**config.mk**
```make
export PLATFORM = sky130hd
export DESIGN_NAME = http_request_head_parser_unit
export DESIGN_NICKNAME = d
export VERILOG_FILES = /design/src/rtl/hrhp_pkg.sv /design/src/rtl/http_request_head_parser_unit.sv
export SDC_FILE = /design/constraint.sdc
export NUM_CORES = 1
export LEC_CHECK = 0
export BUFFER_PORTS_ARGS = -buffer_cell sky130_fd_sc_hd__buf_2
export CORE_MARGIN = 1
export CORE_UTILIZATION = 35
export CTS_CLUSTER_SIZE = 28
export DETAILED_ROUTE_END_ITERATION = 10
export PLACE_DENSITY = 0.58
export SYNTH_ARGS = -nofsm -noshare
export SYNTH_HDL_FRONTEND = slang
export SYNTH_SLANG_ARGS = --single-unit
```
**constraint.sdc**
```tcl
create_clock -name clk_i -period 5.61 [get_ports clk_i]
set_input_delay 1.122 -clock clk_i [delete_from_list [all_inputs] [get_ports clk_i]]
set_output_delay 1.122 -clock clk_i [all_outputs]
set_load 0.02 [all_outputs]
```
**src/rtl/hrhp_pkg.sv**
```systemverilog
// package for the http request head parser: phase codes, field classes,
// error codes, header name tables and the result record
// no dependencies
package hrhp_pkg;

  localparam int MAX_REQUEST_BYTES = 4096;
  localparam int OFFSET_W = 12;
  localparam int OFFSET_CAP_INT = (MAX_REQUEST_BYTES - 1 < 4095) ? MAX_REQUEST_BYTES - 1 : 4095;
  localparam logic [OFFSET_W-1:0] OFFSET_CAP = OFFSET_CAP_INT[OFFSET_W-1:0];

  // parse phases
  localparam logic [3:0] PH_METHOD  = 4'd0;
  localparam logic [3:0] PH_TARGET  = 4'd1;
  localparam logic [3:0] PH_QUERY   = 4'd2;
  localparam logic [3:0] PH_VERSION = 4'd3;
  localparam logic [3:0] PH_HNAME   = 4'd4;
  localparam logic [3:0] PH_HSKIP   = 4'd5;
  localparam logic [3:0] PH_LENV    = 4'd6;
  localparam logic [3:0] PH_TYPEV   = 4'd7;
  localparam logic [3:0] PH_BODY    = 4'd8;
  localparam logic [3:0] PH_ERROR   = 4'd9;

  // field classes
  localparam logic [3:0] CLS_METHOD  = 4'd0;
  localparam logic [3:0] CLS_TARGET  = 4'd1;
  localparam logic [3:0] CLS_QUERY   = 4'd2;
  localparam logic [3:0] CLS_VERSION = 4'd3;
  localparam logic [3:0] CLS_SEP     = 4'd4;
  localparam logic [3:0] CLS_HEADER  = 4'd5;
  localparam logic [3:0] CLS_LENV    = 4'd6;
  localparam logic [3:0] CLS_TYPEV   = 4'd7;
  localparam logic [3:0] CLS_BLANK   = 4'd8;
  localparam logic [3:0] CLS_BODY    = 4'd9;

  // error codes
  localparam logic [2:0] ERR_NONE       = 3'd0;
  localparam logic [2:0] ERR_NO_LINEEND = 3'd1;
  localparam logic [2:0] ERR_NO_MSPACE  = 3'd2;
  localparam logic [2:0] ERR_NO_USPACE  = 3'd3;
  localparam logic [2:0] ERR_TRUNC      = 3'd4;

  localparam logic [7:0] CH_CR    = 8'h0d;
  localparam logic [7:0] CH_LF    = 8'h0a;
  localparam logic [7:0] CH_SPACE = 8'h20;
  localparam logic [7:0] CH_QMARK = 8'h3f;

  localparam logic [4:0] LEN_NAME_SIZE  = 5'd16;
  localparam logic [4:0] TYPE_NAME_SIZE = 5'd14;
  localparam logic [4:0] IDX_MAX        = 5'd31;

  localparam logic [7:0] LEN_NAME [16] = '{
    "C", "o", "n", "t", "e", "n", "t", "-",
    "L", "e", "n", "g", "t", "h", ":", " "
  };
  // padded to 16, the tail is never matched
  localparam logic [7:0] TYPE_NAME [16] = '{
    "C", "o", "n", "t", "e", "n", "t", "-",
    "T", "y", "p", "e", ":", " ", 8'h00, 8'h00
  };

  typedef struct packed {
    logic [3:0]          field_class;
    logic [OFFSET_W-1:0] byte_offset;
    logic                line_end;
    logic                request_done;
    logic [2:0]          error_code;
  } res_t;

endpackage

```
**src/rtl/http_request_head_parser_unit.sv**
```systemverilog
// http request head parser: tags each byte of a request head in one pass
// depends on hrhp_pkg
//
// Takes one request byte per cycle on the input channel while in_stall_o is
// low and returns one tagged result per byte, in order. A byte accepted at a
// clock edge has its result in the output register after that edge, or in the
// skid entry if the output register is held; the whole classification is a
// handful of constant-character compares and a phase update on the parse
// state register. An output register plus one skid entry decouple the two
// channels, so in_stall_o is registered and rises only when both are full.
// The parser returns to its start state after a byte flagged last_byte.
module http_request_head_parser_unit (
  input  logic        clk_i,
  input  logic        rst_ni,
  input  logic        in_valid_i,
  output logic        in_stall_o,
  input  logic [7:0]  data_byte_i,
  input  logic        last_byte_i,
  output logic        out_valid_o,
  input  logic        out_stall_i,
  output logic [3:0]  field_class_o,
  output logic [11:0] byte_offset_o,
  output logic        line_end_o,
  output logic        request_done_o,
  output logic [2:0]  error_code_o
);

  logic [3:0]                   phase_q, phase_d;
  logic [hrhp_pkg::OFFSET_W-1:0] offset_q, offset_d;
  logic [4:0]                   idx_q, idx_d;
  logic [1:0]                   cand_q, cand_d;
  logic                         crs_q, crs_d;
  logic [2:0]                   err_q, err_d;

  hrhp_pkg::res_t res;
  hrhp_pkg::res_t out_q, out_d;
  hrhp_pkg::res_t skid_q, skid_d;
  logic           out_valid_q, out_valid_d;
  logic           skid_valid_q, skid_valid_d;

  logic in_acc, out_acc;
  logic len_hit, type_hit;
  logic [1:0] cand_m;

  assign in_acc  = in_valid_i & ~skid_valid_q;
  assign out_acc = out_valid_q & ~out_stall_i;

  assign len_hit  = (idx_q < hrhp_pkg::LEN_NAME_SIZE) &&
                    (hrhp_pkg::LEN_NAME[idx_q[3:0]] == data_byte_i);
  assign type_hit = (idx_q < hrhp_pkg::TYPE_NAME_SIZE) &&
                    (hrhp_pkg::TYPE_NAME[idx_q[3:0]] == data_byte_i);
  assign cand_m   = {cand_q[1] & type_hit, cand_q[0] & len_hit};

  // parse step for one byte
  always_comb begin
    phase_d = phase_q;
    idx_d   = idx_q;
    cand_d  = cand_q;
    crs_d   = crs_q;
    err_d   = err_q;
    res.field_class  = hrhp_pkg::CLS_BODY;
    res.byte_offset  = offset_q;
    res.line_end     = 1'b0;
    res.request_done = 1'b0;

    if (phase_q >= hrhp_pkg::PH_BODY) begin
      res.field_class = hrhp_pkg::CLS_BODY;
    end else if (crs_q && data_byte_i == hrhp_pkg::CH_LF) begin
      crs_d = 1'b0;
      res.line_end = 1'b1;
      res.field_class = hrhp_pkg::CLS_SEP;
      unique case (phase_q)
        hrhp_pkg::PH_METHOD: begin
          err_d   = hrhp_pkg::ERR_NO_MSPACE;
          phase_d = hrhp_pkg::PH_ERROR;
        end
        hrhp_pkg::PH_TARGET, hrhp_pkg::PH_QUERY: begin
          err_d   = hrhp_pkg::ERR_NO_USPACE;
          phase_d = hrhp_pkg::PH_ERROR;
        end
        default: begin
          if (phase_q == hrhp_pkg::PH_HNAME && idx_q == '0) begin
            phase_d = hrhp_pkg::PH_BODY;
            res.request_done = 1'b1;
            res.field_class  = hrhp_pkg::CLS_BLANK;
          end else begin
            phase_d = hrhp_pkg::PH_HNAME;
            idx_d   = '0;
            cand_d  = 2'b11;
          end
        end
      endcase
    end else begin
      // a lone cr counts as content and ends the name match
      if (crs_q) begin
        crs_d = 1'b0;
        if (phase_q == hrhp_pkg::PH_HNAME) phase_d = hrhp_pkg::PH_HSKIP;
      end
      if (data_byte_i == hrhp_pkg::CH_CR) begin
        crs_d = 1'b1;
        res.field_class = (phase_d == hrhp_pkg::PH_HNAME && idx_q == '0) ?
                          hrhp_pkg::CLS_BLANK : hrhp_pkg::CLS_SEP;
      end else begin
        unique case (phase_d)
          hrhp_pkg::PH_METHOD: begin
            if (data_byte_i == hrhp_pkg::CH_SPACE) begin
              phase_d = hrhp_pkg::PH_TARGET;
              res.field_class = hrhp_pkg::CLS_SEP;
            end else begin
              res.field_class = hrhp_pkg::CLS_METHOD;
            end
          end
          hrhp_pkg::PH_TARGET: begin
            if (data_byte_i == hrhp_pkg::CH_SPACE) begin
              phase_d = hrhp_pkg::PH_VERSION;
              res.field_class = hrhp_pkg::CLS_SEP;
            end else if (data_byte_i == hrhp_pkg::CH_QMARK) begin
              phase_d = hrhp_pkg::PH_QUERY;
              res.field_class = hrhp_pkg::CLS_SEP;
            end else begin
              res.field_class = hrhp_pkg::CLS_TARGET;
            end
          end
          hrhp_pkg::PH_QUERY: begin
            if (data_byte_i == hrhp_pkg::CH_SPACE) begin
              phase_d = hrhp_pkg::PH_VERSION;
              res.field_class = hrhp_pkg::CLS_SEP;
            end else begin
              res.field_class = hrhp_pkg::CLS_QUERY;
            end
          end
          hrhp_pkg::PH_VERSION: res.field_class = hrhp_pkg::CLS_VERSION;
          hrhp_pkg::PH_HNAME: begin
            res.field_class = hrhp_pkg::CLS_HEADER;
            cand_d = cand_m;
            if (idx_q != hrhp_pkg::IDX_MAX) idx_d = idx_q + 5'd1;
            if (cand_m[0] && idx_q == hrhp_pkg::LEN_NAME_SIZE - 5'd1) begin
              phase_d = hrhp_pkg::PH_LENV;
            end else if (cand_m[1] && idx_q == hrhp_pkg::TYPE_NAME_SIZE - 5'd1) begin
              phase_d = hrhp_pkg::PH_TYPEV;
            end else if (cand_m == 2'b00) begin
              phase_d = hrhp_pkg::PH_HSKIP;
            end
          end
          hrhp_pkg::PH_LENV:  res.field_class = hrhp_pkg::CLS_LENV;
          hrhp_pkg::PH_TYPEV: res.field_class = hrhp_pkg::CLS_TYPEV;
          default:            res.field_class = hrhp_pkg::CLS_HEADER;
        endcase
      end
    end

    offset_d = (offset_q < hrhp_pkg::OFFSET_CAP) ? offset_q + hrhp_pkg::OFFSET_W'(1) :
                                                   offset_q;

    // end of buffer before the head is complete
    if (last_byte_i && err_d == hrhp_pkg::ERR_NONE && phase_d != hrhp_pkg::PH_BODY) begin
      err_d = (phase_d <= hrhp_pkg::PH_VERSION) ? hrhp_pkg::ERR_NO_LINEEND :
                                                  hrhp_pkg::ERR_TRUNC;
    end
    res.error_code = err_d;

    if (last_byte_i) begin
      phase_d  = hrhp_pkg::PH_METHOD;
      offset_d = '0;
      idx_d    = '0;
      cand_d   = 2'b11;
      crs_d    = 1'b0;
      err_d    = hrhp_pkg::ERR_NONE;
    end
  end

  // output register with one skid entry
  always_comb begin
    out_d        = out_q;
    skid_d       = skid_q;
    out_valid_d  = out_valid_q;
    skid_valid_d = skid_valid_q;
    if (out_acc || !out_valid_q) begin
      if (skid_valid_q) begin
        out_d        = skid_q;
        out_valid_d  = 1'b1;
        skid_valid_d = 1'b0;
      end else begin
        out_d       = res;
        out_valid_d = in_acc;
      end
    end else if (in_acc) begin
      skid_d       = res;
      skid_valid_d = 1'b1;
    end
  end

  always_ff @(posedge clk_i or negedge rst_ni) begin
    if (!rst_ni) begin
      phase_q      <= hrhp_pkg::PH_METHOD;
      offset_q     <= '0;
      idx_q        <= '0;
      cand_q       <= 2'b11;
      crs_q        <= 1'b0;
      err_q        <= hrhp_pkg::ERR_NONE;
      out_valid_q  <= 1'b0;
      skid_valid_q <= 1'b0;
    end else begin
      if (in_acc) begin
        phase_q  <= phase_d;
        offset_q <= offset_d;
        idx_q    <= idx_d;
        cand_q   <= cand_d;
        crs_q    <= crs_d;
        err_q    <= err_d;
      end
      out_valid_q  <= out_valid_d;
      skid_valid_q <= skid_valid_d;
    end
  end

  always_ff @(posedge clk_i) begin
    out_q  <= out_d;
    skid_q <= skid_d;
  end

  assign in_stall_o     = skid_valid_q;
  assign out_valid_o    = out_valid_q;
  assign field_class_o  = out_q.field_class;
  assign byte_offset_o  = out_q.byte_offset;
  assign line_end_o     = out_q.line_end;
  assign request_done_o = out_q.request_done;
  assign error_code_o   = out_q.error_code;

  a_skid_implies_out: assert property (@(posedge clk_i) disable iff (!rst_ni)
    skid_valid_q |-> out_valid_q)
    else $error("skid entry held while output register empty");

  a_done_is_blank_lf: assert property (@(posedge clk_i) disable iff (!rst_ni)
    (out_valid_o && request_done_o) |->
      (line_end_o && field_class_o == hrhp_pkg::CLS_BLANK))
    else $error("request done without blank line feed");

  a_restart_after_last: assert property (@(posedge clk_i) disable iff (!rst_ni)
    (in_acc && last_byte_i) |=>
      (phase_q == hrhp_pkg::PH_METHOD && offset_q == '0 && err_q == hrhp_pkg::ERR_NONE))
    else $error("parser did not restart after last byte");

  a_error_phase_sticky: assert property (@(posedge clk_i) disable iff (!rst_ni)
    (phase_q == hrhp_pkg::PH_ERROR) |-> (err_q != hrhp_pkg::ERR_NONE))
    else $error("error phase without error code");

endmodule
```
# == After elaboration in Yosys (flattened, before gate mapping) ==
# Memories as Yosys holds them, arrays and structs flattened.
# Cells that the tools add are included.
# classes
add_sub_neg,2
order_cmp,6
eq_ne,23
muxes,67
bitwise,8
n_reduce_logical,27
# ops
op,n
$mux 4,22
$mux 5,8
$mux 8,4
$mux 3,9
$mux 12,2
$pmux 4 s6,1
$mux 21,1
$mux 2,9
$eq 4x3->1 const B,4
$eq 8x4->1 const B,2
$eq 8x6->1 const B,2
$eq 8x8->1,2
$pmux 4 s4,1
$add 12x1->12 const B,1
$eq 4x2->1 const B,3
$lt 12x12->1 const B,1
$eq 5x4->1 const B,2
$logic_and 1x1->1,9
$mux 1,9
$ne 3x3->1 const B,3
$eq 4x1->1 const B,2
$logic_not 4->1,2
$reduce_and 7->1,1
$pmux 3 s2,1
other kinds (23),32
# word_totals
regBits,71
mem_bits_ro,256
wordCells,153
mem_count,2
# mem_list
name,depth,word_bits,read_ports,rd_ports_with_merged_regs,wr,line_no,rtl
(no name shown),16,8,1,0,0,http_request_head_parser_unit.sv:51,(hrhp_pkg::TYPE_NAME[idx_q[3:0]] == data_byte_i);
(no name shown),16,8,1,0,0,http_request_head_parser_unit.sv:49,(hrhp_pkg::LEN_NAME[idx_q[3:0]] == data_byte_i);

# == Longest topological paths before layout ==
# Gate-level depths: netlist of the first run.
# logic_depth
ltp_word,19
depth_mapped,11
ltp_nobuf,9

# == Worst setup path before layout of the first run ==
# OpenSTA, ideal clock, no wires.
# synth_timing
path_kind,input to register
start,input data_byte_i[3]
end,"register out_q, in the netlist error_code_o[2] (data pin)"
arrival_ns,2.978
required_time_ns,5.350
path_slack_ns,2.372
cell_stages,9
path_buffers,2
cell_sequence,buf_4 -> or4b_1 -> or2_1 -> buf_6 -> nor2_4 -> a2bb2oi_1 -> or2_1 -> a32o_1 -> mux2_2
# synth_lines
element,line_no,rtl
"start, declared",http_request_head_parser_unit.sv:17,"input logic [7:0] data_byte_i,"
"end signal, assigned",http_request_head_parser_unit.sv:218,out_q <= out_d;
"end, declared",http_request_head_parser_unit.sv:36,"hrhp_pkg::res_t out_q, out_d;"

==> results of run 1 <==
## worst paths after layout
check,end,depth (start not counted)
max in group asynchronous,err_q[0],1
min in group asynchronous,in_stall_o,1
worst min register to register,err_q[0],2
worst max register to register,idx_q[4],9
worst max-delay path,error_code_o[2],8
worst min-delay path,err_q[0],2
## cell usage in the layout, fill, tap and decap left out, drive strengths merged, types with 11 or more instances in the layout
cell type  instances
edfxtp            42
a21oi             18
dfrtp             27
buf               36
mux2i             12
nor3              11
o21ai             24
inv               13
nand2             28
mux2              24
nor2              29
## layout make-up
cell class / count / area (sq um)
fillers: 1068 / 6430
flip-flops and latches: 71 / 1990
multi-input cells: 274 / 1870
clock buffers: 10 / 229
repair buffers: 36 / 183
well taps: 140 / 175
clock inverters: 6 / 68.8
inverters: 11 / 41.3
## state kept, by name, indices dropped and copies added, names as in the netlist
| register | flops |
|---|---|
| in_stall_o | 1 |
| crs_q | 1 |
| offset_q | 12 |
| field_class_o | 4 |
| phase_q | 4 |
| out_valid_o | 1 |
| err_q | 3 |
| skid_q | 21 |
| error_code_o | 3 |
| cand_q | 2 |
| line_end_o | 1 |
| request_done_o | 1 |
| byte_offset_o | 12 |
| idx_q | 5 |
## routing by layer
| metal | wire (um) | track usage (%) |
|---|---|---|
| met5 | 0 | 0 |
| met4 | 71 | 3.76 |
| met3 | 300 | 3.77 |
| met2 | 3860 | 23.2 |
| met1 | 4110 | 21.0 |
## worst max-delay path: cells and delay by family
family                 cells  cell delay (ps)
muxes                      1              250
and+or+nand+nor            4             1360
buffers and inverters      1              130
AOI/OAI and AO/OA          2              360
## stage by stage
step                      util [%]  total power (W)
after floorplan                  -         0.000837
final                         41.5          0.00146
after detailed placement      38.8         0.000910
after global routing          41.5          0.00153
after global placement        38.8         0.000907
after CTS                     41.5          0.00147
## kinds of logic after synthesis
| logic type | synth area share (%) |
|---|---|
| AOI/OAI and AO/OA | 13.0 |
| xor gates and xnor gates | 2.85 |
| adders and majority gates | 3.13 |
| buffers and inverters | 3.53 |
| DFF | 49.7 |
| muxes | 9.76 |
| and+or+nand+nor | 18.0 |
## power by group
group	internal (W)	switching [W]
clock	0.000347	0.000213
sequential	0.000601	0.0000553
combinational	0.000105	0.000138
total	0.00105	0.000407
==> flow_summary.toml, run 1 <==
[status]
run_status = "completed"

[clock_tree]
htree_levels = 3
clk_latency_ps = 330
clockBufferDepth = 2
clkTransAtPathRegs_ps = 60
cts.sinks = 71
ctsResizeCount = 0
cts_hold_buf = 0
cts_tree = "done"
numCtsBuffers = 9
root_buffer = "clkbuf_16"
postCtsSetupBuffers = 0

[drt]
vias = 2970
drc = 0
routedWlPerCell_um = 15.2
ant_nets = 0
dr.pass1.iters = 5
drtIter0Drc = 109
vias_per_cell = 5.42
wl_mm = 8.35

[synth]
synthCells = 377
yosys_warnings = 0
synth_area_leader_cell = "edfxtp_1"
synth_top_area_share_pct = 31.5
netlist_top_cells_count = "42 x edfxtp_1, 28 x nand2_1, 28 x nor2_1"
synthMostInstantiatedCell = "edfxtp_1"
ys_ff_latch = 71
synth-async-reset-ratio_pct = 40.8
yosysUniqueCellTypes = 61
ys_seq_area_share_pct = 49.7
syn_area_sq_mm = 0.00400
syn-num-nets = 400
synth_area_per_cell_sq_um = 10.6
ys.flop_type = "edfxtp_1"
synth-edff-count = 42
synth.area.top_cells = "edfxtp_1 32%, dfrtp_1 17%, mux2_2 6.8%"

[layout]
layoutNonFillerInstCount = 548
fin_area_sq_mm = 0.00456
area_growth_pct = 13.9
diodes = 0
drive_gt1_share_pct = 21.3
final_net_count = 426

[worst_hold_path]
hp-start = "err_q[0]"
holdCritPathClass = "reg -> reg"

[placement]
dpl_cell_area_sq_mm = 0.00426
gp_congestion = 0.817
io_buffers = 35
place_inst = 532
dp_hpwl_mm = 5.82
preCtsSetupSlack_ps = 2130

[timing]
max-slew-margin-rel_pct = 30.9
fmax_mhz = 317
finalCriticalPeriod_ps = 3150
fin_ws_ps = 2460
skew_ps = 8.56
worst_pin_slew_ps = 1040
rsz0062_at_grt = "no"
slew_violations = 0
finalHoldViolCount = 0
fin_crit_sh_pct = 56.2
setup_viol = 0
tns_ps = 0
holdWs_ps = 503

[setup_path]
critPathKind = "in -> reg"
worstPathRequired_ps = 5690
regToRegSetupSlack_ps = 2540
r2r_start = "idx_q[1]"
start_kind = "input pin"
slowest_delay_ps = 530
cp_common_cell = "or2_1"
arrival_ps = 3230
cp_max_fo = 10
cp_cell_sequence = "buf_2 > or4b_1 > or2_1 > nor2_4 > a2bb2oi_1 > or2_1 > a32o_1 > mux2_2"
worstSetupEndpointType = "register"
startpoint = "data_byte_i[5]"
crit_path_top_delay_cell = "or4b_1"

[global_routing]
antenna_found_initial = 0
grt_pass1_wl_mm = 13.7
grt_usage_pct = 15.0
overflow = 0
grt_max_degree = 31
grt_pass1_vias = 2708

[pwr]
p_leak_nw = 1.84
vdd_ir_drop_max_mv = 0.173
power.density_mw_per_mm2 = 320

[run]
cap_violations = 0

[floorplan]
initial_core_util_pct = 36.4
io_pins = 36
dieArea_sq_mm = 0.0119
die_w_um = 109
die_y_um = 109
rows = 38
core_sq_mm = 0.0110
(Power assumes the default switching activity.)
==> run 2: changes to the inputs <==
- PLACE_DENSITY: 0.58 -> 0.6
- clock period: 5.61 -> 2.5 ns (I/O delays scaled with it)
==> run 2 against run 1 <==
- global-route usage up 0.30 points
- clock skew fell by 1.3 ps
- sequential share of layout area is 3.4 points lower
- count of clock-buffer cells in the layout is the same
- non-clock buffer count grew 45
- routed wire length rose by 2.9%
- critical endpoint unchanged
==> flow_summary.toml, run 2 (synthesized netlist as in run 1, its figures left out) <==
[pwr]
vdd_ir_drop_max_mv = 0.470
power.density_mw_per_mm2 = 668
p_total_w = 0.00330
p_leak_nw = 2.07

[floorplan]
die_y_um = 109
dieArea_sq_mm = 0.0119
rows = 38
die_w_um = 109
core_sq_mm = 0.0110
io_pins = 36
initial_core_util_pct = 36.4

[drt]
dr.pass1.iters = 4
ant_nets = 0
drc = 0
vias = 3112
vias_per_cell = 5.25
routedWlPerCell_um = 14.5
wl_mm = 8.59
drtIter0Drc = 135

[status]
run_status = "completed"

[setup_path]
cp_common_cell = "or2_1"
cp_cell_sequence = "buf_2 > or4b_1 > or2_1 > nor2_4 > a2bb2oi_1 > or2_1 > a32o_1 > mux2_2"
slowest_delay_ps = 550
critPathKind = "in -> reg"
crit_path_top_delay_cell = "or4b_1"
arrival_ps = 2460
worstPathRequired_ps = 2580
worstSetupEndpointType = "register"
start_kind = "input pin"
cp_max_fo = 4

[worst_hold_path]
holdCritPathClass = "in -> async"

[global_routing]
grt_pass1_wl_mm = 14.1
grt_usage_pct = 15.3
overflow = 0
antenna_found_initial = 0
grt_pass1_vias = 2930
grt_max_degree = 30

[layout]
postLayoutCoreUtil_pct = 45.0
final_common_cell = "buf_4"
area_growth_pct = 23.5
final_net_count = 471
diodes = 0
max_flop_register = "skid_q"
largest_reg_flops = 21
layout_common_cells = "46 x buf_4, 42 x edfxtp_1, 35 x buf_2"
drive_gt1_share_pct = 31.6

[placement]
dp_hpwl_mm = 6.41
gp_congestion = 0.849
io_buffers = 35
preCtsSetupSlack_ps = -225

[clock_tree]
clk_latency_ps = 330
clockBufferDepth = 2
htree_levels = 3
clkTransAtPathRegs_ps = 60
cts_hold_buf = 0
numCtsBuffers = 9
cts.sinks = 71
root_buffer = "clkbuf_16"
cts_tree = "done"

[timing]
setup_viol = 0
finalCriticalPeriod_ps = 2390
max-slew-margin-rel_pct = 54.9
fin_ws_ps = 114
fmax_mhz = 419
holdWs_ps = 203
tns_ps = 0
fin_crit_sh_pct = 95.5
skew_ps = 7.28
finalHoldViolCount = 0
worst_pin_slew_ps = 676
slew_violations = 0

[run]
cap_violations = 0
## run 2: what timing repair did
item,4_1_cts,5_1_grt
pin swaps,0,1
setup endpoints to repair,1,10
resized for setup,1,14
buffers inserted,0,2
## run 2: worst max-delay path, delay by kind of cell
family | cells | cell delay, ps
and+or+nand+nor | 4 | 1260
AOI/OAI and AO/OA | 2 | 340
muxes | 1 | 260
buffers and inverters | 1 | 100
## run 2: report_power, final
| part | internal [W] | switching (W) |
|---|---|---|
| Clock | 0.000701 | 0.000470 |
| Combinational | 0.000316 | 0.000395 |
| Sequential | 0.00135 | 0.0000680 |
| Total | 0.00237 | 0.000933 |
## run 2: through the flow
stage | instance area [sq um] | std cells
6_report | 4940 | 593
3_3_place_gp | 4590 | 575
3_5_place_dp | 4590 | 575
2_1_floorplan | 4010 | 377
4_1_cts | 4870 | 591
5_1_grt | 4940 | 593
## run 2: path summary, 6_finish.rpt
kind,startpoint,endpoint,slack [ps],cells after the start
hold / removal,rst_ni,idx_q[1],200,1
hold reg to reg,cand_q[1],cand_q[1],500,2
setup / recovery,data_byte_i[5],error_code_o[2],110,8
min in group clk_i,in_valid_i,out_valid_o,430,3
max in group asynchronous,rst_ni,idx_q[2],1820,1
setup reg to reg,idx_q[0],error_code_o[2],110,8
## run 2: area by class of cell
cell class,instances,area [sq um]
inverters,11,41.3
clock buffers,10,239
multi-input cells,274,1930
repair buffers,81,520
well taps,140,175
fillers,1023,6040
flip-flops and latches,71,1990
clock inverters,6,42.5
## run 2: metal layers
| metal | routed length (um) | part of all wire (%) | global-route usage (%) | vias to the layer above |
|---|---|---|---|---|
| li1 | - | - | - | 1546 |
| met1 | 4190 | 49 | 21.0 | 1500 |
| met2 | 4020 | 47 | 24.0 | 53 |
| met3 | 248 | 2.9 | 2.75 | 13 |
| met4 | 129 | 1.5 | 5.89 | 0 |
| met5 | 0 | 0 | 0 | - |
==> run 3: changes to the inputs <==
- clock period: 2.5 -> 2.1 ns (I/O delays scaled with it)
==> run 3 against run 2 <==
- global-route usage up 1.3 points
- final cell count grew 5.4%
- sequential share of layout area down 4.0 points
- critical endpoint unchanged
- power rose by 38%
- die area unchanged
- sequential power increased by 17%
- hold slack worse by 81 ps
- the flow now finishes with violations (negative setup slack)
- routed wire length increased by 8.2%
- core utilization is 5.0 points higher
- non-clock buffer count is 32 higher
==> flow_summary.toml, run 3 (synthesized netlist as in run 1, its figures left out) <==
[setup_path]
crit_family = "simple AND/OR/NAND/NOR gates"
arrival_ps = 2420
start_kind = "register"
r2r_end = "error_code_o[2]"
cp.depth = 8
rr_worst_depth = 8
r2r_start = "idx_q[0]"
slowest_delay_ps = 510
startpoint = "idx_q[0]"
endpoint = "error_code_o[2]"
critPathKind = "reg -> reg"
regToRegSetupSlack_ps = -240
cp_max_fo = 4
worstPathRequired_ps = 2180
worstSetupEndpointType = "register"
cp_cell_sequence = "inv_8 > ha_4 > or4b_4 > nor2_2 > a2bb2oi_1 > or2_1 > a32o_1 > mux2_2"
crit_path_top_delay_cell = "or4b_4"
crit_buf_inv = 1

[pwr]
p_leak_nw = 2.29
vdd_ir_drop_max_mv = 0.586
power.density_mw_per_mm2 = 828

[floorplan]
core_sq_mm = 0.0110
die_y_um = 109
initial_core_util_pct = 36.4
die_w_um = 109
io_pins = 36
rows = 38
dieArea_sq_mm = 0.0119

[clock_tree]
cts_hold_buf = 0
clockBufferDepth = 2
clk_latency_ps = 330
htree_levels = 3
clkTransAtPathRegs_ps = 60
cts_tree = "done"
numCtsBuffers = 9
cts.sinks = 71
root_buffer = "clkbuf_16"

[drt]
dr.pass1.iters = 4
vias_per_cell = 5.19
drc = 0
drtIter0Drc = 145
ant_nets = 0
routedWlPerCell_um = 14.9
wl_mm = 9.29
vias = 3243

[timing]
finalHoldViolCount = 0
rsz0062_at_grt = "yes"
fin_ws_ps = -238
max-slew-margin-rel_pct = 54.9
setup_viol = 12
worst_pin_slew_ps = 677
fin_crit_sh_pct = 111
tns_ps = -1710
slew_violations = 0
fmax_mhz = 428
finalCriticalPeriod_ps = 2340
skew_ps = 4.08

[global_routing]
antenna_found_initial = 0
grt_pass1_vias = 3137
overflow = 0
grt_usage_pct = 16.7
grt_pass1_wl_mm = 15.1
grt_max_degree = 30

[layout]
max_flop_register = "skid_q"
area_growth_pct = 37.1
drive_gt1_share_pct = 42.1
diodes = 0
final_common_cell = "buf_4"
postLayoutCoreUtil_pct = 49.9
final_net_count = 503
largest_reg_flops = 21
layout_common_cells = "71 x buf_4, 42 x edfxtp_1, 35 x buf_2"

[status]
run_status = "finished with violations"
violations = "negative setup slack"

[worst_hold_path]
holdCritPathClass = "in -> async"

[placement]
gp_congestion = 0.845
io_buffers = 35
dp_hpwl_mm = 6.68

[run]
cap_violations = 0
==> run 3: cell count changes in the layout (fill, tap and decap cells not counted), sizes merged <==
cell      change
clkbuf        -1
buf          +32
inv           -1
bufinv        +3
clkinvlp      +1
clkinv        -2
==> run 3: worst min path at each step <==
stage / startpoint / to / slack, ps / cells past startpoint
2_1_floorplan: rst_ni / crs_q / 120 / 0
3_3_place_gp: err_q[0] / err_q[0] / 480 / 2
3_5_place_dp: err_q[0] / err_q[0] / 490 / 2
4_1_cts: rst_ni / idx_q[0] / 140 / 1
5_1_grt: rst_ni / idx_q[0] / 180 / 1
6_report: rst_ni / idx_q[0] / 120 / 1
==> run 3: power by group <==
part	internal [W]	switching (W)
Combinational	0.000541	0.000595
Clock	0.00116	0.000580
Sequential	0.00161	0.0000551
Total	0.00331	0.00123
==> run 3: stage by stage <==
step                hold slack [ps]  std cells  setup WS, ps  power (W)  area [sq um]
floorplan                       124        377          -384    0.00231          4090
global placement                481        599          -514    0.00266          4850
detailed placement              491        599          -588    0.00268          4850
CTS                             139        618          -208    0.00449          5330
global route                    179        625          -315    0.00476          5480
finish                          122        625          -238    0.00454          5480
==> run 3: layout make-up <==
type | instances | area, sq um
well taps | 140 | 175
clock inverters | 7 | 119
multi-input cells | 274 | 2130
flip-flops and latches | 71 | 1990
repair buffers | 113 | 796
inverters | 11 | 48.8
clock buffers | 9 | 225
fillers | 991 | 5500
==> run 3: repair_timing <==
item | CTS | global route
gates resized for setup | 26 | 24
pin swaps | 10 | 12
buffers inserted | 3 | 7
endpoints found under the setup margin | 12 | 14
==> run 3: routing by layer <==
layer	part of all wire, %	routed length, um	up-vias	GRT usage, %
li1	-	-	1610	-
met1	45	4180	1571	21.1
met2	50	4680	48	27.6
met3	3.0	282	14	3.53
met4	1.5	138	0	6.66
met5	0	0	-	0
==> run 3: worst reg2reg max path, delay by kind of cell (launching register included) <==
family	cells	cell delay [ps]
simple gates	3	850
flops	1	450
compound gates	2	320
mux	1	250
fa+ha+maj	1	140
buf+inv	1	80
